--- src/rtl/kfwra_pkg.sv ---
// Package with shared types, constants and codes for the rate admission block.
`default_nettype none
package kfwra_pkg;
    localparam int SRC_ENTRIES_DEF = 64;
    localparam int ID_ENTRIES_DEF = 64;
    localparam int CFG_W = 32;
    localparam int CNT_W = 7;

    typedef enum logic [2:0] {
        ST_OK        = 3'd0,
        ST_BAD_CFG   = 3'd1,
        ST_NULL_ID   = 3'd2,
        ST_TIME_BACK = 3'd3,
        ST_RATE      = 3'd4,
        ST_SRC_FULL  = 3'd5,
        ST_ID_FULL   = 3'd6
    } status_t;

    typedef enum logic [2:0] {
        REG_WINDOW  = 3'd0,
        REG_GLOBAL  = 3'd1,
        REG_SOURCE  = 3'd2,
        REG_IDENT   = 3'd3,
        REG_SRC_CAP = 3'd4,
        REG_ID_CAP  = 3'd5
    } reg_idx_t;

    typedef enum logic [2:0] {
        S_IDLE,
        S_SRC_SCAN,
        S_ID_SCAN,
        S_DECIDE,
        S_COMMIT,
        S_DONE
    } state_t;

    // Commands from controller to datapath.
    typedef struct packed {
        logic load;      // capture request, run early checks
        logic src_step;  // examine one source entry
        logic id_step;   // examine one identity entry
        logic decide;    // evaluate limits
        logic commit;    // write the admitted windows
        logic finish;    // present the result
        logic clr_idx;   // reset the scan index
    } ctrl_t;

    // Status from datapath to controller.
    typedef struct packed {
        logic early_reject;
        logic src_last;
        logic id_last;
        logic admit;
    } stat_t;
endpackage
`default_nettype wire

--- src/rtl/kfwra_ctrl.sv ---
// Controller state machine that sequences the table sweeps.
`default_nettype none
module kfwra_ctrl (
    input  wire logic             clk,
    input  wire logic             rst_n,
    input  wire logic             start,
    output logic                  busy,
    output kfwra_pkg::ctrl_t      ctrl,
    input  wire kfwra_pkg::stat_t stat
);
    import kfwra_pkg::*;

    state_t state_reg, state_next;

    always_ff @(posedge clk or negedge rst_n)
    begin
        if (!rst_n)
        begin
            state_reg <= S_IDLE;
        end
        else
        begin
            state_reg <= state_next;
        end
    end

    always_comb
    begin
        state_next = state_reg;
        ctrl = '0;
        busy = (state_reg != S_IDLE);
        case (state_reg)
            S_IDLE:
            begin
                if (start)
                begin
                    ctrl.load = 1'b1;
                    ctrl.clr_idx = 1'b1;
                    state_next = S_SRC_SCAN;
                end
            end
            S_SRC_SCAN:
            begin
                if (stat.early_reject)
                begin
                    state_next = S_DONE;
                end
                else
                begin
                    ctrl.src_step = 1'b1;
                    if (stat.src_last)
                    begin
                        ctrl.clr_idx = 1'b1;
                        state_next = S_ID_SCAN;
                    end
                end
            end
            S_ID_SCAN:
            begin
                ctrl.id_step = 1'b1;
                if (stat.id_last)
                begin
                    state_next = S_DECIDE;
                end
            end
            S_DECIDE:
            begin
                ctrl.decide = 1'b1;
                state_next = S_COMMIT;
            end
            S_COMMIT:
            begin
                ctrl.commit = stat.admit;
                state_next = S_DONE;
            end
            S_DONE:
            begin
                ctrl.finish = 1'b1;
                state_next = S_IDLE;
            end
            default:
            begin
                state_next = S_IDLE;
            end
        endcase
    end

`ifndef SYNTHESIS
    a_start_leaves_idle: assert property (@(posedge clk) disable iff (!rst_n)
        (state_reg == S_IDLE && start) |=> state_reg == S_SRC_SCAN)
        else $error("request not taken");
    a_done_returns: assert property (@(posedge clk) disable iff (!rst_n)
        state_reg == S_DONE |=> state_reg == S_IDLE)
        else $error("done did not return to idle");
    a_one_step: assert property (@(posedge clk) disable iff (!rst_n)
        !(ctrl.src_step && ctrl.id_step))
        else $error("two sweeps at once");
`endif
endmodule
`default_nettype wire

--- config.mk ---
export PLATFORM = sky130hd
export DESIGN_NAME = kfwra_ctrl
export DESIGN_NICKNAME = d
export VERILOG_FILES = /design/src/rtl/kfwra_pkg.sv /design/src/rtl/kfwra_ctrl.sv
export SDC_FILE = /design/constraint.sdc
export NUM_CORES = 1
export LEC_CHECK = 0
export ABC_AREA = 0
export BUFFER_PORTS_ARGS = -buffer_cell sky130_fd_sc_hd__buf_2
export CORE_AREA = 2 2 39 41
export DETAILED_ROUTE_END_ITERATION = 10
export DIE_AREA = 0 0 41 43
export GPL_TIMING_DRIVEN = 0
export PLACE_DENSITY_LB_ADDON = 0.2
export SYNTH_ARGS = -nofsm -noshare
export SYNTH_HDL_FRONTEND = slang
export SYNTH_SLANG_ARGS = --single-unit
--- constraint.sdc ---
create_clock -name clk -period 1.2 [get_ports clk]
set_input_delay 0.06 -clock clk [delete_from_list [all_inputs] [get_ports clk]]
set_output_delay 0.06 -clock clk [all_outputs]
set_load 0.005 [all_outputs]
; ---- Word-level counts from Yosys, hierarchy flattened
; Index checks and enable logic that the tools add are counted.
[op_classes]
n_reduce_logical = 3
eq_ne = 8
n_mux = 16
[op_table]
columns = cell, n
row1 = $pmux 3 s5, 1
row2 = $mux 3, 4
row3 = $mux 1, 10
row4 = $eq 3x2->1 const B, 2
row5 = $eq 3x3->1 const B, 2
row6 = $ne 2x2->1 const B, 2
row7 = $eq 3x1->1 const B, 1
row8 = $logic_not 3->1, 1
row9 = $ne 3x3->1 const B, 1
row10 = $reduce_and 3->1, 1
row11 = $reduce_bool 3->1, 1
row12 = $pmux 1 s2, 1
[word_totals]
input_bits = 7
output_inout_bits = 8
reg_bits = 3
wordCells = 28

; ---- Logic depth before layout (Yosys ltp)
[logic_depth]
word_depth = 3
mapped_depth = 4
ltp_nobuf = 3

; ---- Least setup slack after synthesis
; No wires, ideal clock.
[synth_timing]
path_type = register to output
start = register state_reg[1]
end = output ctrl[0] in the netlist's numbering
path_slack_ps = 205
path_stages_with_launch = 4
arrival_ps = 935
path_cell_list = dfrtp_1 > nor2_1 > and3_4 > a21o_1
[synth_rtl]
columns = element, line
row1 = from (decl), kfwra_ctrl.sv:13  ; state_t state_reg, state_next;
row2 = from (signal assigned), kfwra_ctrl.sv:23  ; state_reg <= state_next;
row3 = to (decl), kfwra_ctrl.sv:8  ; output kfwra_pkg::ctrl_t ctrl,

==> metrics.md <==
| Metric | Value |
|---|---|
| Outcome | `complete, but fails checks` |
| Failing checks | `setup timing` |
| # port buffers | `14` |
| Chip Height | `43 um` |
| I/O pin cnt | `15` |
| DR vias | `270` |
| Final worst-path cycle share | `1.076` |
| WL met3 | `52 um` |
| Worst IR Drop VDD | `0.6898 mV` |
| Ys flop type | `dfrtp_1` |
| Slew Limit Fails | `0` |
| Critical path launch point type | `register` |
| Cell Pwr Density | `2375 nW/um2` |
| #FFs+latches synth | `3` |
| Pwr Total | `0.9778 mW` |
| Final instance area | `411.6 um2` |
| Post-DP HPWL | `429.9 um` |
| Setup Viol. Count Final | `2` |
| Fmax | `774.7 MHz` |
| Placed Area | `324.1 um2` |
| Number of cell rows | `14` |
| Least-Margin Pin Slew | `321.8 ps` |
| Sequential fraction of the synthesis area | `0.3209` |
| Skew final | `0.5168 ps` |
| Met2 WL post-DR | `306 um` |
| Synth-to-Final Area Change | `75.94%` |
| Crit end category | `output pin` |
| Largest net degree at the start of global routing | `10` |
| Worst Path Required | `1140 ps` |
| RSZ-0062 raised after global routing | `yes` |
| Synth async-reset ratio | `1.000` |
| Post-Route WL | `659 um` |
| Global-route usage over all layers | `0.09347` |
| Remaining Overflow, GRT | `0` |
| Total Neg Setup Slack | `-93.86 ps` |
| Initial Utilization | `0.1691` |
| Path type of the worst min-delay path | `in2reg` |
| Routed len/inst | `10.14 um` |
| Final WS setup | `-90.82 ps` |
| DR DRC count | `0` |
| Die Area | `1763 um2` |
| Top cells by area, synth | `dfrtp_1 (32%), nor3b_4 (8.0%), nor2b_4 (5.9%)` |
| Post-Syn Area per Cell | `8.999 um2` |
| Initial antenna violation count | `0` |
| Post-synth top area cell | `dfrtp_1` |
| Worst skew pair latency | `230 ps` |
| Multi-input gate area | `153.9 um2` |
| Final Wtd Congestion | `0.6973` |
| Period minus WS final | `1291 ps` |
| Clk root buf | `clkbuf_4` |
| Synth warnings | `0` |
| Post-layout nets | `57` |
| Top layer in use | `met3` |
| Sequential cell area | `77.57 um2` |
| Drt first-iter violations | `5` |
| Critical Path Max Stage Delay | `450 ps` |
| First-pass GRT wire length | `1083 um` |
| Core area | `1384 um2` |
| DP Worst Slack | `-2.686 ps` |
| Leak | `0.2211 nW` |
| Crit-path max FO | `4` |
| Pre-antenna DRT Iters | `4` |
| CTS tree | `yes` |
| Utilization after layout | `0.2975` |
| CP Cell Sequence | `nor2b_4 > nor3b_4 > a21o_1 > buf_2` |
| Final Hold Fails | `0` |
| Post-synth top area share | `0.3209` |
| Fraction of layout cells with a size suffix above 1 | `0.6327` |
| Cell family with most CP delay | `flip-flops` |
| Slowest CP cell | `dfrtp_2` |
| Num CTS Buffers | `3` |
| Wl on met1 | `300 um` |
| Number of synthesized flops with an enable pin | `0` |
| Max-slew headroom | `0.7827` |
| H-Tree Depth | `1` |
| Die W | `41 um` |
| CP arrival | `1230 ps` |
| Crit Path Category | `reg2out` |
| Max-Cap Viols | `0` |
| Cell count after synthesis | `26` |
| Ant diodes | `0` |
| Largest register FFs | `3` |
| Fill cells | `161` |
| CP bufs+invs | `1` |
| Via count of the first global-routing pass | `255` |
| Vias/cell | `4.154` |
| # clock sinks | `3` |
| Mapped Area | `234.0 um2` |
| Reg clk slew, reported paths | `40 ps` |
| Post-route ant nets | `0` |
| Netlist cell types | `20` |
| Synthesized net count | `33` |
| Clock buffer depth | `2` |
| Commonest cells post-synth | `dfrtp_1 (3), nand2_1 (3), inv_1 (2), nand2b_1 (2)` |
==> layout by cell type (no fill, tap or decap) <==
cell / synthesis / routed
nand2_1: 3 / 3
clkbuf_8: 0 / 1
and3_4: 1 / 1
nand3_1: 1 / 1
and3_2: 1 / 1
and2_2: 1 / 1
a21oi_1: 1 / 1
o211ai_1: 1 / 1
nor2b_4: 1 / 1
nor3b_4: 1 / 1
nor3b_1: 1 / 1
and3_1: 1 / 1
clkbuf_1: 0 / 1
nand3b_1: 1 / 1
dfrtp_1: 3 / 1
nor2_4: 0 / 1
o21ai_0: 1 / 1
clkbuf_4: 0 / 3
buf_2: 0 / 14
nand2b_1: 2 / 2
a21o_1: 1 / 1
dlygate4sd3_1: 0 / 1
buf_4: 0 / 4
inv_4: 0 / 1
inv_1: 2 / 1
dfrtp_2: 0 / 2
o311ai_0: 1 / 1
==> timing repair <==
| item | in CTS | in global routing |
|---|---|---|
| setup buffers | 3 | 1 |
| gates resized for setup | 8 | 0 |
| hold endpoints to repair | 3 | 0 |
| hold buffers | 1 | 0 |
| setup endpoints to repair | 6 | 8 |
| pin swaps | 2 | 2 |
==> metal layers <==
layer  vias up  track usage
li1        137            -
met1       121       0.1516
met2        12       0.1063
met3         0            0
met4         0      0.08000
met5         -            0
==> report_power, final <==
| part | total [mW] | internal, mW | switching [mW] |
|---|---|---|---|
| clock | 0.173 | 0.124 | 0.0482 |
| sequential | 0.215 | 0.152 | 0.0631 |
| combinational | 0.590 | 0.342 | 0.248 |
| total | 0.978 | 0.618 | 0.359 |
==> per-stage QoR <==
| step | cells | hold WS, ps |
|---|---|---|
| floorplan | 26 | -235.6 |
| global placement | 56 | -142.0 |
| detailed placement | 56 | -142.7 |
| CTS | 64 | 111.3 |
| global route | 65 | 136.2 |
| finish | 65 | 117.5 |
==> cell type report <==
type                    instances  share of cell area
plain buffers                   1             0.03343
clock buffers                   4             0.06383
inverters                       2             0.02432
multi-input cells              20              0.3739
flip-flops and latches          3              0.1884
well taps                      16             0.04863
repair buffers                 19              0.2675
==> worst paths after layout <==
check | slack (ps) | cells after the start | end | start
max in group asynchronous | 930 | 2 | state_reg[0]$_DFFE_PN0P_ | rst_n
max reg2reg | 20 | 5 | state_reg[0]$_DFFE_PN0P_ | state_reg[0]$_DFFE_PN0P_
min reg2reg | 590 | 2 | state_reg[1]$_DFFE_PN0P_ | state_reg[2]$_DFFE_PN0P_
max | -90 | 4 | ctrl[0] | state_reg[1]$_DFFE_PN0P_
min | 120 | 3 | state_reg[0]$_DFFE_PN0P_ | start
min in group asynchronous | 160 | 2 | state_reg[1]$_DFFE_PN0P_ | rst_n
==> worst register-to-register path: stages, from the launching register on <==
cell and delay, ps:
dfrtp_2 440, nor2b_4 150, buf_4 130, buf_4 120
nand3_1 60, o311ai_0 130
==> cells by family after synthesis <==
logic type,synth area share
AND/OR/NAND/NOR,0.4813
AO/OA/AOI/OAI,0.1444
buffers and inverters,0.05347
flip-flops,0.3208
Power figures use the tool's default switching activity.
